===== config.mk =====
export PLATFORM = sky130hd
export DESIGN_NAME = countdown_stopwatch_timer_flat
export DESIGN_NICKNAME = d
export VERILOG_FILES = /design/src/rtl/core/cst_pkg.sv /design/src/rtl/core/cst_in_if.sv /design/src/rtl/core/cst_out_if.sv /design/src/rtl/core/cst_regs.sv /design/src/rtl/core/cst_engine.sv /design/src/rtl/core/countdown_stopwatch_timer.sv /design/src/flat_wrapper.sv
export SDC_FILE = /design/constraint.sdc
export NUM_CORES = 1
export LEC_CHECK = 0
export BUFFER_PORTS_ARGS = -buffer_cell sky130_fd_sc_hd__buf_4
export CORE_MARGIN = 2
export CORE_UTILIZATION = 30
export CTS_CLUSTER_DIAMETER = 80
export CTS_CLUSTER_SIZE = 28
export DETAILED_ROUTE_END_ITERATION = 10
export SLEW_MARGIN = 10
export SYNTH_ARGS = -nofsm -noshare
export SYNTH_HDL_FRONTEND = slang
export SYNTH_SLANG_ARGS = --single-unit
export TNS_END_PERCENT = 20

===== constraint.sdc =====
create_clock -name clk -period 6.9 [get_ports clk]
set_clock_uncertainty 0.1 [all_clocks]
set_input_delay 0.69 -clock clk [delete_from_list [all_inputs] [get_ports clk]]
set_output_delay 0.69 -clock clk [all_outputs]
set_load 0.05 [all_outputs]

===== src/rtl/core/cst_pkg.sv =====
// ----------------------------------------------------------------------------
// cst_pkg: shared types and constants for the countdown / stopwatch timer
// Operation codes, register map, configuration and result structs, and the
// decimal digit helpers used by the update logic.
// ----------------------------------------------------------------------------
`default_nettype none

package cst_pkg;

    // time limits
    localparam logic [6:0] MaxMin = 7'd99;
    localparam logic [5:0] MaxSec = 6'd59;

    // register reset values
    localparam logic [31:0] DefAlarmTimeout   = 32'd120000;
    localparam logic [31:0] DefAdjustInterval = 32'd500;

    // configuration port geometry
    localparam int AddrW = 4;
    localparam int DataW = 32;

    // register indexes (byte address is 4 * index)
    localparam logic [1:0] RegInitMin    = 2'd0;
    localparam logic [1:0] RegInitSec    = 2'd1;
    localparam logic [1:0] RegAlarmTmo   = 2'd2;
    localparam logic [1:0] RegAdjustIntv = 2'd3;

    // operation codes
    localparam logic [3:0] OpTick      = 4'd0;
    localparam logic [3:0] OpTimeout   = 4'd1;
    localparam logic [3:0] OpStart     = 4'd2;
    localparam logic [3:0] OpRestart   = 4'd3;
    localparam logic [3:0] OpStop      = 4'd4;
    localparam logic [3:0] OpStopwatch = 4'd5;
    localparam logic [3:0] OpReset     = 4'd6;
    localparam logic [3:0] OpClrAlarm  = 4'd7;
    localparam logic [3:0] OpAdjust    = 4'd8;
    localparam logic [3:0] OpSaveDef   = 4'd9;
    localparam logic [3:0] OpRestDef   = 4'd10;
    localparam logic [3:0] OpInit      = 4'd11;

    // adjust target and direction
    localparam logic FieldMin = 1'b0;
    localparam logic DirInc   = 1'b0;

    typedef struct packed {
        logic [6:0]  init_min;
        logic [5:0]  init_sec;
        logic [31:0] alarm_limit;
        logic [31:0] adjust_interval;
    } cfg_t;

    typedef struct packed {
        logic [3:0] func;
        logic [31:0] time_ms;
        logic        which_field;
        logic        direction;
    } item_t;

    typedef struct packed {
        logic [3:0] sec_ones;
        logic [2:0] sec_tens;
        logic [3:0] min_ones;
        logic [3:0] min_tens;
        logic       alarm_active;
        logic       enabled_flag;
        logic       counting_up_flag;
        logic       counting_down_flag;
    } res_t;

    // tens digit of a value 0..99 by threshold compares
    function automatic logic [3:0] dec_tens(input logic [6:0] value);
        logic [3:0] t;
        t = '0;
        for (int k = 1; k <= 9; k++)
        begin
            if (value >= 7'(10 * k))
            begin
                t = 4'(k);
            end
        end
        return t;
    endfunction

    // ones digit given the tens digit
    function automatic logic [3:0] dec_ones(input logic [6:0] value, input logic [3:0] tens);
        logic [6:0] r;
        r = value - ({3'b000, tens} * 7'd10);
        return r[3:0];
    endfunction

endpackage

`default_nettype wire


===== src/rtl/core/cst_in_if.sv =====
// ----------------------------------------------------------------------------
// cst_in_if: input item channel
// Valid/ready channel carrying one timer operation and its timestamp.
// ----------------------------------------------------------------------------
`default_nettype none

interface cst_in_if;
    logic        valid;
    logic        ready;
    logic [3:0]  func;
    logic [31:0] time_ms;
    logic        which_field;
    logic        direction;

    modport source (output valid, func, time_ms, which_field, direction, input ready);
    modport sink (input valid, func, time_ms, which_field, direction, output ready);
endinterface

`default_nettype wire


===== src/rtl/core/cst_out_if.sv =====
// ----------------------------------------------------------------------------
// cst_out_if: result item channel
// Valid/ready channel carrying the displayed digits and status flags.
// ----------------------------------------------------------------------------
`default_nettype none

interface cst_out_if;
    logic       valid;
    logic       ready;
    logic [3:0] sec_ones;
    logic [2:0] sec_tens;
    logic [3:0] min_ones;
    logic [3:0] min_tens;
    logic       alarm_active;
    logic       enabled_flag;
    logic       counting_up_flag;
    logic       counting_down_flag;

    modport source (output valid, sec_ones, sec_tens, min_ones, min_tens, alarm_active,
                    enabled_flag, counting_up_flag, counting_down_flag, input ready);
    modport sink (input valid, sec_ones, sec_tens, min_ones, min_tens, alarm_active,
                  enabled_flag, counting_up_flag, counting_down_flag, output ready);
endinterface

`default_nettype wire


===== src/rtl/core/cst_regs.sv =====
// ----------------------------------------------------------------------------
// cst_regs: configuration register file
// APB-style write/read of the four timer registers, with range clamping on
// the initial minutes and seconds.
// ----------------------------------------------------------------------------
`default_nettype none

module cst_regs (
    input  wire logic                       clk,
    input  wire logic                       rst_n,
    input  wire logic                       psel,
    input  wire logic                       penable,
    input  wire logic                       pwrite,
    input  wire logic [cst_pkg::AddrW-1:0]  paddr,
    input  wire logic [cst_pkg::DataW-1:0]  pwdata,
    output logic      [cst_pkg::DataW-1:0]  prdata,
    output logic                            pready,
    output cst_pkg::cfg_t                   cfg
);

    logic [6:0]     init_min_reg;
    logic [5:0]     init_sec_reg;
    logic [31:0]    alarm_tmo_reg;
    logic [31:0]    adjust_intv_reg;
    logic           wr_en;
    logic [1:0]     reg_idx;
    logic [6:0]     wr_min_next;
    logic [5:0]     wr_sec_next;

    assign pready  = 1'b1;
    assign wr_en   = psel && penable && pwrite && pready;
    assign reg_idx = paddr[3:2];

    // clamp out-of-range time values
    assign wr_min_next = (pwdata[6:0] > cst_pkg::MaxMin) ? cst_pkg::MaxMin : pwdata[6:0];
    assign wr_sec_next = (pwdata[5:0] > cst_pkg::MaxSec) ? cst_pkg::MaxSec : pwdata[5:0];

    // register writes
    always_ff @(posedge clk or negedge rst_n)
    begin
        if (!rst_n)
        begin
            init_min_reg    <= '0;
            init_sec_reg    <= '0;
            alarm_tmo_reg   <= cst_pkg::DefAlarmTimeout;
            adjust_intv_reg <= cst_pkg::DefAdjustInterval;
        end
        else if (wr_en)
        begin
            case (reg_idx)
                cst_pkg::RegInitMin:    init_min_reg    <= wr_min_next;
                cst_pkg::RegInitSec:    init_sec_reg    <= wr_sec_next;
                cst_pkg::RegAlarmTmo:   alarm_tmo_reg   <= pwdata;
                cst_pkg::RegAdjustIntv: adjust_intv_reg <= pwdata;
                default: ;
            endcase
        end
    end

    // read mux
    always_comb
    begin
        case (reg_idx)
            cst_pkg::RegInitMin:    prdata = {25'd0, init_min_reg};
            cst_pkg::RegInitSec:    prdata = {26'd0, init_sec_reg};
            cst_pkg::RegAlarmTmo:   prdata = alarm_tmo_reg;
            cst_pkg::RegAdjustIntv: prdata = adjust_intv_reg;
            default:                prdata = '0;
        endcase
    end

    assign cfg.init_min        = init_min_reg;
    assign cfg.init_sec        = init_sec_reg;
    assign cfg.alarm_limit     = alarm_tmo_reg;
    assign cfg.adjust_interval = adjust_intv_reg;

endmodule

`default_nettype wire


===== src/rtl/core/cst_engine.sv =====
// ----------------------------------------------------------------------------
// cst_engine: timer state and single-pass update
// Holds time, default time, mode flags and timestamps; applies one operation
// per step and presents the resulting digits and flags.
// ----------------------------------------------------------------------------
`default_nettype none

module cst_engine (
    input  wire logic           clk,
    input  wire logic           rst_n,
    input  wire logic           step,
    input  cst_pkg::item_t      item,
    input  cst_pkg::cfg_t       cfg,
    output cst_pkg::res_t       res
);

    logic [5:0]  sec_reg, sec_next;
    logic [6:0]  min_reg, min_next;
    logic [5:0]  sv_sec_reg, sv_sec_next;
    logic [6:0]  sv_min_reg, sv_min_next;
    logic        up_reg, up_next;
    logic        dn_reg, dn_next;
    logic        alarm_reg, alarm_next;
    logic        en_reg, en_next;
    logic [31:0] alarm_stamp_reg, alarm_stamp_next;
    logic [31:0] adj_stamp_reg, adj_stamp_next;

    logic [31:0] alarm_age;
    logic [31:0] adj_age;
    logic        counting;
    logic        do_sec_up;
    logic        do_sec_dn;
    logic [3:0]  min_t;
    logic [3:0]  sec_t;

    function automatic logic [6:0] min_inc(input logic [6:0] m);
        return (m >= cst_pkg::MaxMin) ? 7'd0 : m + 7'd1;
    endfunction

    function automatic logic [6:0] min_dec(input logic [6:0] m);
        return (m == 7'd0) ? cst_pkg::MaxMin : m - 7'd1;
    endfunction

    assign alarm_age = item.time_ms - alarm_stamp_reg;
    assign adj_age   = item.time_ms - adj_stamp_reg;
    assign counting  = !alarm_reg && en_reg;

    // next state for the operation in hand
    always_comb
    begin
        sec_next         = sec_reg;
        min_next         = min_reg;
        sv_sec_next      = sv_sec_reg;
        sv_min_next      = sv_min_reg;
        up_next          = up_reg;
        dn_next          = dn_reg;
        alarm_next       = alarm_reg;
        en_next          = en_reg;
        alarm_stamp_next = alarm_stamp_reg;
        adj_stamp_next   = adj_stamp_reg;
        do_sec_up        = 1'b0;
        do_sec_dn        = 1'b0;

        case (item.func)
            cst_pkg::OpTick:
            begin
                if (up_reg && counting)
                begin
                    do_sec_up = 1'b1;
                end
                else if (dn_reg && counting)
                begin
                    do_sec_dn = 1'b1;
                end
            end
            cst_pkg::OpTimeout:
            begin
                if (alarm_reg && (alarm_age >= cfg.alarm_limit))
                begin
                    alarm_next = 1'b0;
                    en_next    = 1'b0;
                end
            end
            cst_pkg::OpStart:
            begin
                if (!dn_reg)
                begin
                    sv_sec_next = sec_reg;
                    sv_min_next = min_reg;
                    dn_next     = 1'b1;
                end
            end
            cst_pkg::OpRestart: dn_next = 1'b1;
            cst_pkg::OpStop:    dn_next = 1'b0;
            cst_pkg::OpStopwatch:
            begin
                if (!up_reg)
                begin
                    sv_sec_next = sec_reg;
                    sv_min_next = min_reg;
                    sec_next    = '0;
                    min_next    = '0;
                    up_next     = 1'b1;
                end
            end
            cst_pkg::OpReset:
            begin
                if (up_reg || dn_reg)
                begin
                    alarm_next = 1'b0;
                    dn_next    = 1'b0;
                    up_next    = 1'b0;
                    sec_next   = sv_sec_reg;
                    min_next   = sv_min_reg;
                    en_next    = 1'b1;
                end
            end
            cst_pkg::OpClrAlarm:
            begin
                if (alarm_reg)
                begin
                    alarm_next = 1'b0;
                    dn_next    = 1'b0;
                end
            end
            cst_pkg::OpAdjust:
            begin
                if (adj_age > cfg.adjust_interval)
                begin
                    if (item.which_field == cst_pkg::FieldMin)
                    begin
                        min_next = (item.direction == cst_pkg::DirInc) ?
                                   min_inc(min_reg) : min_dec(min_reg);
                    end
                    else if (item.direction == cst_pkg::DirInc)
                    begin
                        do_sec_up = 1'b1;
                    end
                    else
                    begin
                        do_sec_dn = 1'b1;
                    end
                    adj_stamp_next = item.time_ms;
                end
            end
            cst_pkg::OpSaveDef:
            begin
                sv_sec_next = sec_reg;
                sv_min_next = min_reg;
            end
            cst_pkg::OpRestDef:
            begin
                sec_next = sv_sec_reg;
                min_next = sv_min_reg;
            end
            cst_pkg::OpInit:
            begin
                sv_sec_next = cfg.init_sec;
                sv_min_next = cfg.init_min;
                sec_next    = cfg.init_sec;
                min_next    = cfg.init_min;
            end
            default: ;
        endcase

        // seconds step up, carrying into minutes only as a stopwatch
        if (do_sec_up)
        begin
            if (sec_reg >= cst_pkg::MaxSec)
            begin
                sec_next = '0;
                if (up_reg)
                begin
                    min_next = min_inc(min_reg);
                end
            end
            else
            begin
                sec_next = sec_reg + 6'd1;
            end
        end

        // seconds step down, alarm on reaching zero while counting down
        if (do_sec_dn)
        begin
            if (sec_reg == 6'd0)
            begin
                sec_next = cst_pkg::MaxSec;
                if (dn_reg)
                begin
                    min_next = min_dec(min_reg);
                end
            end
            else
            begin
                sec_next = sec_reg - 6'd1;
                if ((sec_reg == 6'd1) && (min_reg == 7'd0) && dn_reg)
                begin
                    alarm_next       = 1'b1;
                    alarm_stamp_next = item.time_ms;
                end
            end
        end
    end

    // state registers
    always_ff @(posedge clk or negedge rst_n)
    begin
        if (!rst_n)
        begin
            sec_reg         <= '0;
            min_reg         <= '0;
            sv_sec_reg      <= '0;
            sv_min_reg      <= '0;
            up_reg          <= 1'b0;
            dn_reg          <= 1'b0;
            alarm_reg       <= 1'b0;
            en_reg          <= 1'b1;
            alarm_stamp_reg <= '0;
            adj_stamp_reg   <= '0;
        end
        else if (step)
        begin
            sec_reg         <= sec_next;
            min_reg         <= min_next;
            sv_sec_reg      <= sv_sec_next;
            sv_min_reg      <= sv_min_next;
            up_reg          <= up_next;
            dn_reg          <= dn_next;
            alarm_reg       <= alarm_next;
            en_reg          <= en_next;
            alarm_stamp_reg <= alarm_stamp_next;
            adj_stamp_reg   <= adj_stamp_next;
        end
    end

    // decimal digits of the updated time
    assign sec_t = cst_pkg::dec_tens({1'b0, sec_next});
    assign min_t = cst_pkg::dec_tens(min_next);

    assign res.sec_ones           = cst_pkg::dec_ones({1'b0, sec_next}, sec_t);
    assign res.sec_tens           = sec_t[2:0];
    assign res.min_ones           = cst_pkg::dec_ones(min_next, min_t);
    assign res.min_tens           = min_t;
    assign res.alarm_active       = alarm_next;
    assign res.enabled_flag       = en_next;
    assign res.counting_up_flag   = up_next;
    assign res.counting_down_flag = dn_next;

endmodule

`default_nettype wire


===== src/rtl/core/countdown_stopwatch_timer.sv =====
// ----------------------------------------------------------------------------
// countdown_stopwatch_timer: mm:ss countdown timer and stopwatch
// Pipeline: an accepted item waits in the input register; its state update
//   is then written into the result register and presented on out_ch.
// Throughput: 1 item per cycle while out_ch takes results; else the input stalls.
// Reset: rst_n async active low; time and default 00:00, modes and alarm
//   off, counting enabled, registers at their default values.
// ----------------------------------------------------------------------------
`default_nettype none

module countdown_stopwatch_timer (
    input  wire logic                       clk,
    input  wire logic                       rst_n,
    cst_in_if.sink                          in_ch,
    cst_out_if.source                       out_ch,
    input  wire logic                       psel,
    input  wire logic                       penable,
    input  wire logic                       pwrite,
    input  wire logic [cst_pkg::AddrW-1:0]  paddr,
    input  wire logic [cst_pkg::DataW-1:0]  pwdata,
    output logic      [cst_pkg::DataW-1:0]  prdata,
    output logic                            pready
);

    cst_pkg::cfg_t  cfg;
    cst_pkg::item_t item_reg;
    cst_pkg::res_t  res;
    cst_pkg::res_t  res_reg;
    logic           in_vld_reg, in_vld_next;
    logic           out_vld_reg, out_vld_next;
    logic           in_fire;
    logic           advance;

    // configuration registers
    cst_regs u_regs (
        .clk     (clk),
        .rst_n   (rst_n),
        .psel    (psel),
        .penable (penable),
        .pwrite  (pwrite),
        .paddr   (paddr),
        .pwdata  (pwdata),
        .prdata  (prdata),
        .pready  (pready),
        .cfg     (cfg)
    );

    // pipeline handshake
    assign advance      = in_vld_reg && (!out_vld_reg || out_ch.ready);
    assign in_ch.ready  = !in_vld_reg || advance;
    assign in_fire      = in_ch.valid && in_ch.ready;
    assign in_vld_next  = in_fire ? 1'b1 : (advance ? 1'b0 : in_vld_reg);
    assign out_vld_next = advance ? 1'b1 : (out_ch.ready ? 1'b0 : out_vld_reg);

    always_ff @(posedge clk or negedge rst_n)
    begin
        if (!rst_n)
        begin
            in_vld_reg  <= 1'b0;
            out_vld_reg <= 1'b0;
        end
        else
        begin
            in_vld_reg  <= in_vld_next;
            out_vld_reg <= out_vld_next;
        end
    end

    // input item register
    always_ff @(posedge clk)
    begin
        if (in_fire)
        begin
            item_reg.func        <= in_ch.func;
            item_reg.time_ms     <= in_ch.time_ms;
            item_reg.which_field <= in_ch.which_field;
            item_reg.direction   <= in_ch.direction;
        end
    end

    // state update
    cst_engine u_engine (
        .clk   (clk),
        .rst_n (rst_n),
        .step  (advance),
        .item  (item_reg),
        .cfg   (cfg),
        .res   (res)
    );

    // result register
    always_ff @(posedge clk)
    begin
        if (advance)
        begin
            res_reg <= res;
        end
    end

    assign out_ch.valid              = out_vld_reg;
    assign out_ch.sec_ones           = res_reg.sec_ones;
    assign out_ch.sec_tens           = res_reg.sec_tens;
    assign out_ch.min_ones           = res_reg.min_ones;
    assign out_ch.min_tens           = res_reg.min_tens;
    assign out_ch.alarm_active       = res_reg.alarm_active;
    assign out_ch.enabled_flag       = res_reg.enabled_flag;
    assign out_ch.counting_up_flag   = res_reg.counting_up_flag;
    assign out_ch.counting_down_flag = res_reg.counting_down_flag;

    // an item moved to the result stage is presented next cycle
    a_advance_out: assert property (@(posedge clk) disable iff (!rst_n)
        advance |=> out_vld_reg)
        else $error("result not valid after advance");

    // an empty input stage always takes an item
    a_empty_ready: assert property (@(posedge clk) disable iff (!rst_n)
        !in_vld_reg |-> in_ch.ready)
        else $error("input stalled while empty");

    // digits stay decimal
    a_digits: assert property (@(posedge clk) disable iff (!rst_n)
        out_vld_reg |-> (res_reg.sec_ones <= 4'd9) && (res_reg.sec_tens <= 3'd5) &&
                        (res_reg.min_ones <= 4'd9) && (res_reg.min_tens <= 4'd9))
        else $error("digit out of range");

endmodule

`default_nettype wire

===== src/flat_wrapper.sv =====
// flat-port wrapper written by rule: the top's interface ports become plain ports
module countdown_stopwatch_timer_flat 
  (clk, rst_n, psel, penable, pwrite, paddr, pwdata, prdata, pready, in_ch_valid, in_ch_func, in_ch_time_ms, in_ch_which_field, in_ch_direction, in_ch_ready, out_ch_valid, out_ch_sec_ones, out_ch_sec_tens, out_ch_min_ones, out_ch_min_tens, out_ch_alarm_active, out_ch_enabled_flag, out_ch_counting_up_flag, out_ch_counting_down_flag, out_ch_ready);
  cst_in_if in_ch_i ();
  cst_out_if out_ch_i ();
  input  wire logic clk;
  input  wire logic rst_n;
  input  wire logic psel;
  input  wire logic penable;
  input  wire logic pwrite;
  input  wire logic [cst_pkg::AddrW-1:0] paddr;
  input  wire logic [cst_pkg::DataW-1:0] pwdata;
  output logic      [cst_pkg::DataW-1:0] prdata;
  output logic pready;
  input wire logic [$bits(in_ch_i.valid)-1:0] in_ch_valid;
  input wire logic [$bits(in_ch_i.func)-1:0] in_ch_func;
  input wire logic [$bits(in_ch_i.time_ms)-1:0] in_ch_time_ms;
  input wire logic [$bits(in_ch_i.which_field)-1:0] in_ch_which_field;
  input wire logic [$bits(in_ch_i.direction)-1:0] in_ch_direction;
  output wire logic [$bits(in_ch_i.ready)-1:0] in_ch_ready;
  output wire logic [$bits(out_ch_i.valid)-1:0] out_ch_valid;
  output wire logic [$bits(out_ch_i.sec_ones)-1:0] out_ch_sec_ones;
  output wire logic [$bits(out_ch_i.sec_tens)-1:0] out_ch_sec_tens;
  output wire logic [$bits(out_ch_i.min_ones)-1:0] out_ch_min_ones;
  output wire logic [$bits(out_ch_i.min_tens)-1:0] out_ch_min_tens;
  output wire logic [$bits(out_ch_i.alarm_active)-1:0] out_ch_alarm_active;
  output wire logic [$bits(out_ch_i.enabled_flag)-1:0] out_ch_enabled_flag;
  output wire logic [$bits(out_ch_i.counting_up_flag)-1:0] out_ch_counting_up_flag;
  output wire logic [$bits(out_ch_i.counting_down_flag)-1:0] out_ch_counting_down_flag;
  input wire logic [$bits(out_ch_i.ready)-1:0] out_ch_ready;
  assign in_ch_i.valid = in_ch_valid;
  assign in_ch_i.func = in_ch_func;
  assign in_ch_i.time_ms = in_ch_time_ms;
  assign in_ch_i.which_field = in_ch_which_field;
  assign in_ch_i.direction = in_ch_direction;
  assign in_ch_ready = in_ch_i.ready;
  assign out_ch_valid = out_ch_i.valid;
  assign out_ch_sec_ones = out_ch_i.sec_ones;
  assign out_ch_sec_tens = out_ch_i.sec_tens;
  assign out_ch_min_ones = out_ch_i.min_ones;
  assign out_ch_min_tens = out_ch_i.min_tens;
  assign out_ch_alarm_active = out_ch_i.alarm_active;
  assign out_ch_enabled_flag = out_ch_i.enabled_flag;
  assign out_ch_counting_up_flag = out_ch_i.counting_up_flag;
  assign out_ch_counting_down_flag = out_ch_i.counting_down_flag;
  assign out_ch_i.ready = out_ch_ready;
  countdown_stopwatch_timer u_core (.clk(clk), .rst_n(rst_n), .in_ch(in_ch_i), .out_ch(out_ch_i), .psel(psel), .penable(penable), .pwrite(pwrite), .paddr(paddr), .pwdata(pwdata), .prdata(prdata), .pready(pready));
endmodule

==> results.sh <==
export IMPL_reg2reg_to="u_core.out_ch.min_ones[3]"
export IMPL_setup_tns_ns=-0.948
export IMPL_crit_end="u_core.out_ch.min_ones[3]"
export IMPL_path_max_fanout=4
export IMPL_synth_top_area_share_pct=26.1
export IMPL_place_inst=2493
export IMPL_netlist_instances=1650
export IMPL_register_area_mm2=0.00606
export IMPL_netlist_area_mm2=0.0153
export IMPL_slew_headroom_pct=24.1
export IMPL_numPortBuffers=131
export IMPL_placed_area_mm2=0.0177
export IMPL_cts_root_buf="clkbuf_16"
export IMPL_place_congestion=0.898
export IMPL_die_y_um=229
export IMPL_synth_edf_count=57
export IMPL_row_count=82
export IMPL_multi_input_area_mm2=0.00864
export IMPL_synth_top_family_by_area="compound AO/OA/AOI/OAI gates"
export IMPL_leakage_nw=8.75
export IMPL_finalHoldViolations=0
export IMPL_antenna_found_initial=0
export IMPL_rsz0062_at_grt="yes"
export IMPL_ctsLongestPathBuffers=3
export IMPL_worstMarginPinSlew_ns=1.14
export IMPL_dieArea_mm2=0.0527
export IMPL_largest_reg_flops=38
export IMPL_p_total_mw=7.34
export IMPL_synth_top_cell_by_area="dfrtp_1"
export IMPL_num_vias=12600
export IMPL_synth_nets=1870
export IMPL_final_min_clock_period_ns=7.23
export IMPL_critPathLaunchType="flop"
export IMPL_fp_coreArea_mm2=0.0502
export IMPL_track_usage_pct=16.4
export IMPL_muxShareOfSynthArea_pct=6.40
export IMPL_ys_async_sr_fraction_pct=75.2
export IMPL_synth_distinct_cells=88
export IMPL_status="complete, but fails checks"
export IMPL_ant_nets=0
export IMPL_cts_tree="built"
export IMPL_violations="negative setup slack"
export IMPL_worstPathRequired_ns=7.11
export IMPL_cts_sinks=230
export IMPL_crit_cells=35
export IMPL_area_delta_synth_final_pct=24.5
export IMPL_grt_max_degree=69
export IMPL_cpPeakStageDelay_ns=0.53
export IMPL_cp_num_buf_inv=4
export IMPL_hpwl_um=32800
export IMPL_ys_seq_area_share_pct=39.7
export IMPL_synth_compound_area_share_pct=17.3
export IMPL_ys_flop_type="dfrtp_1"
export IMPL_p_per_area_mw_per_mm2=386
export IMPL_worst_ep_arrival_time_ns=7.45
export IMPL_drc=0
export IMPL_dp_slack_ns=-0.706
export IMPL_irDropWorstVdd_mv=0.189
export IMPL_drive_above_1_share_pct=22.8
export IMPL_via_per_inst=4.93
export IMPL_fin_ws_ns=-0.333
export IMPL_drv_slew=0
export IMPL_ff2ff_path_depth=35
export IMPL_grt_pass1_vias=12700
export IMPL_drt_wirelength_per_cell_um=16.9
export IMPL_crit_path_end_kind="flop"
export IMPL_cp_slowest_cell="or4_4"
export IMPL_synthTopCellsByArea="dfrtp_1 26%, edfxtp_1 11%, ha_1 11%, nand2_1 5.3%, o21ai_0 4.6%"
export IMPL_max_freq_mhz=138
export IMPL_final_nets=2084
export IMPL_synth_xor_area_share_pct=4.31
export IMPL_drt_total_wl_um=43100
export IMPL_io_pins=135
export IMPL_ys_ff_latch=230
export IMPL_num_fill_cells=4974
export IMPL_hold_path_class="input pin to async pin"
export IMPL_postLayoutCellArea_mm2=0.0190
export IMPL_synth_fa_ha_area_share_pct=11.7
export IMPL_start_util_pct=30.4
export IMPL_cts_made_buffers=23
export IMPL_setup_violations_final=4
export IMPL_fin_cells=2555
export IMPL_post_route_period_util_pct=105
export IMPL_maxCapViolCount=0
export IMPL_syn_area_per_cell_um2=9.25
export IMPL_die_w_um=229
export IMPL_grt_overflow=0
export IMPL_critPathTopFamily="compound AO/OA/AOI/OAI gates"
export IMPL_clk_pin_slew_worst_paths_ns=0.11
export IMPL_grt_pass1_wl_um=69300
export IMPL_clock_tree_htree_level_count=1
export IMPL_clk_latency_ns=0.58
export IMPL_rr_startpoint="u_core.item_reg[2]"
export IMPL_synthSimpleGateAreaFrac_pct=15.0
export IMPL_crit_path_start="u_core.item_reg[2]"
export IMPL_drtIter0Drc=760
export IMPL_rrSetupSlack_ns=-0.33
export IMPL_firstDrtPassIters=5
export IMPL_worstSetupPathType="flop to flop"
export IMPL_synth_warnings=0
## layout make-up
type / instances / share of cell area (%)
multi-input combinational: 1201 / 45.5
tap: 672 / 4.43
timing repair buffer: 249 / 10.2
sequential: 230 / 31.9
clock inverter: 19 / 1.77
clock buffer: 23 / 3.03
inverter: 159 / 3.14
antenna: 2 / 0.0264
## cells by family after synthesis
kind of cell | Yosys count
AO/OA/AOI/OAI | 413
XOR/XNOR | 75
adder cells (fa/ha/maj) | 141
buffers and inverters | 219
flip-flops | 230
multiplexers | 84
other | 1
AND/OR/NAND/NOR | 487
## report_power, final
part           switching (mW)  internal (mW)  leakage, nW
Sequential              0.287           1.78         2.48
Clock                   0.756          0.710        0.430
Combinational            2.07           1.73         5.84
Total                    3.11           4.23         8.75
## placed cells by master (no fill, tap or decap), types with 9 or more instances in the layout
master	netlist	routed
buf_4	2	240
nand2_1	217	216
dfrtp_1	159	159
inv_1	159	157
o21ai_0	141	136
ha_1	135	133
a21oi_1	91	85
nor2_1	84	80
edfxtp_1	57	57
xnor2_1	52	51
mux2_2	46	46
a21o_1	39	39
nor2b_1	34	34
mux2i_1	30	30
nand3_1	31	29
xor2_1	23	23
clkbuf_16	0	23
nor3_1	22	21
nand2b_1	22	21
a31oi_1	24	20
and3_1	19	18
o211ai_1	17	17
dfstp_2	14	14
o21a_1	15	13
nand4_1	13	13
o21ai_1	9	11
a21boi_0	10	9
and2_1	11	9
## worst min-delay path by stage
stage                       from                        endpoint  cells after the start
6_report                   rst_n  u_core.u_regs.alarm_tmo_reg[2]                      1
3_5_place_dp   u_core.in_vld_reg             u_core.out_ch.valid                      1
5_1_grt                    rst_n  u_core.u_regs.alarm_tmo_reg[2]                      1
3_3_place_gp   u_core.in_vld_reg             u_core.out_ch.valid                      1
2_1_floorplan              rst_n               u_core.in_vld_reg                      0
4_1_cts                    rst_n   u_core.u_engine.sv_sec_reg[2]                      1
## cells in the mapped netlist, types with 5 or more instances
cell,n
mux4_2,6
nor3_1,22
nor2_1,84
and2_1,11
nand2_1,217
inv_1,159
o21bai_1,8
a21o_1,39
xnor2_1,52
edfxtp_1,57
dfrtp_1,159
a21oi_1,91
buf_1,7
and3_1,19
nand3_1,31
a211oi_1,7
nand2b_1,22
and4_1,5
or2_2,5
mux2_2,46
mux2i_1,30
o21ai_0,141
o21a_1,15
clkbuf_1,48
a21boi_0,10
o211ai_1,17
a31oi_1,24
nor2b_1,34
xor2_1,23
nand4_1,13
dfstp_2,14
ha_1,135
o21ai_1,9
## routing by layer
metal	track usage (%)	wire length, um	part of all wire (%)	vias up
li1	-	-	-	6199
met1	22.2	19800	46	6038
met2	27.2	20100	47	299
met3	2.19	1930	4.5	57
met4	4.61	1200	2.8	0
met5	0	0	0	-
## metrics by stage
step,hold WS (ns),utilization [%]
after floorplan,0.294,-
after global placement,0.369,35.3
after detailed placement,0.382,35.3
after CTS,0.00612,37.5
after global routing,0.0281,37.8
final,0.00444,37.8
## repair_timing
action / CTS / global route
pin swaps: 31 / 15
setup endpoints to repair: 9 / 48
setup buffers: 10 / 9
resized for setup: 33 / 19
gates cloned: 0 / 0
hold buffers: 0 / 0
Note: power is estimated with default switching activity, not from simulation.
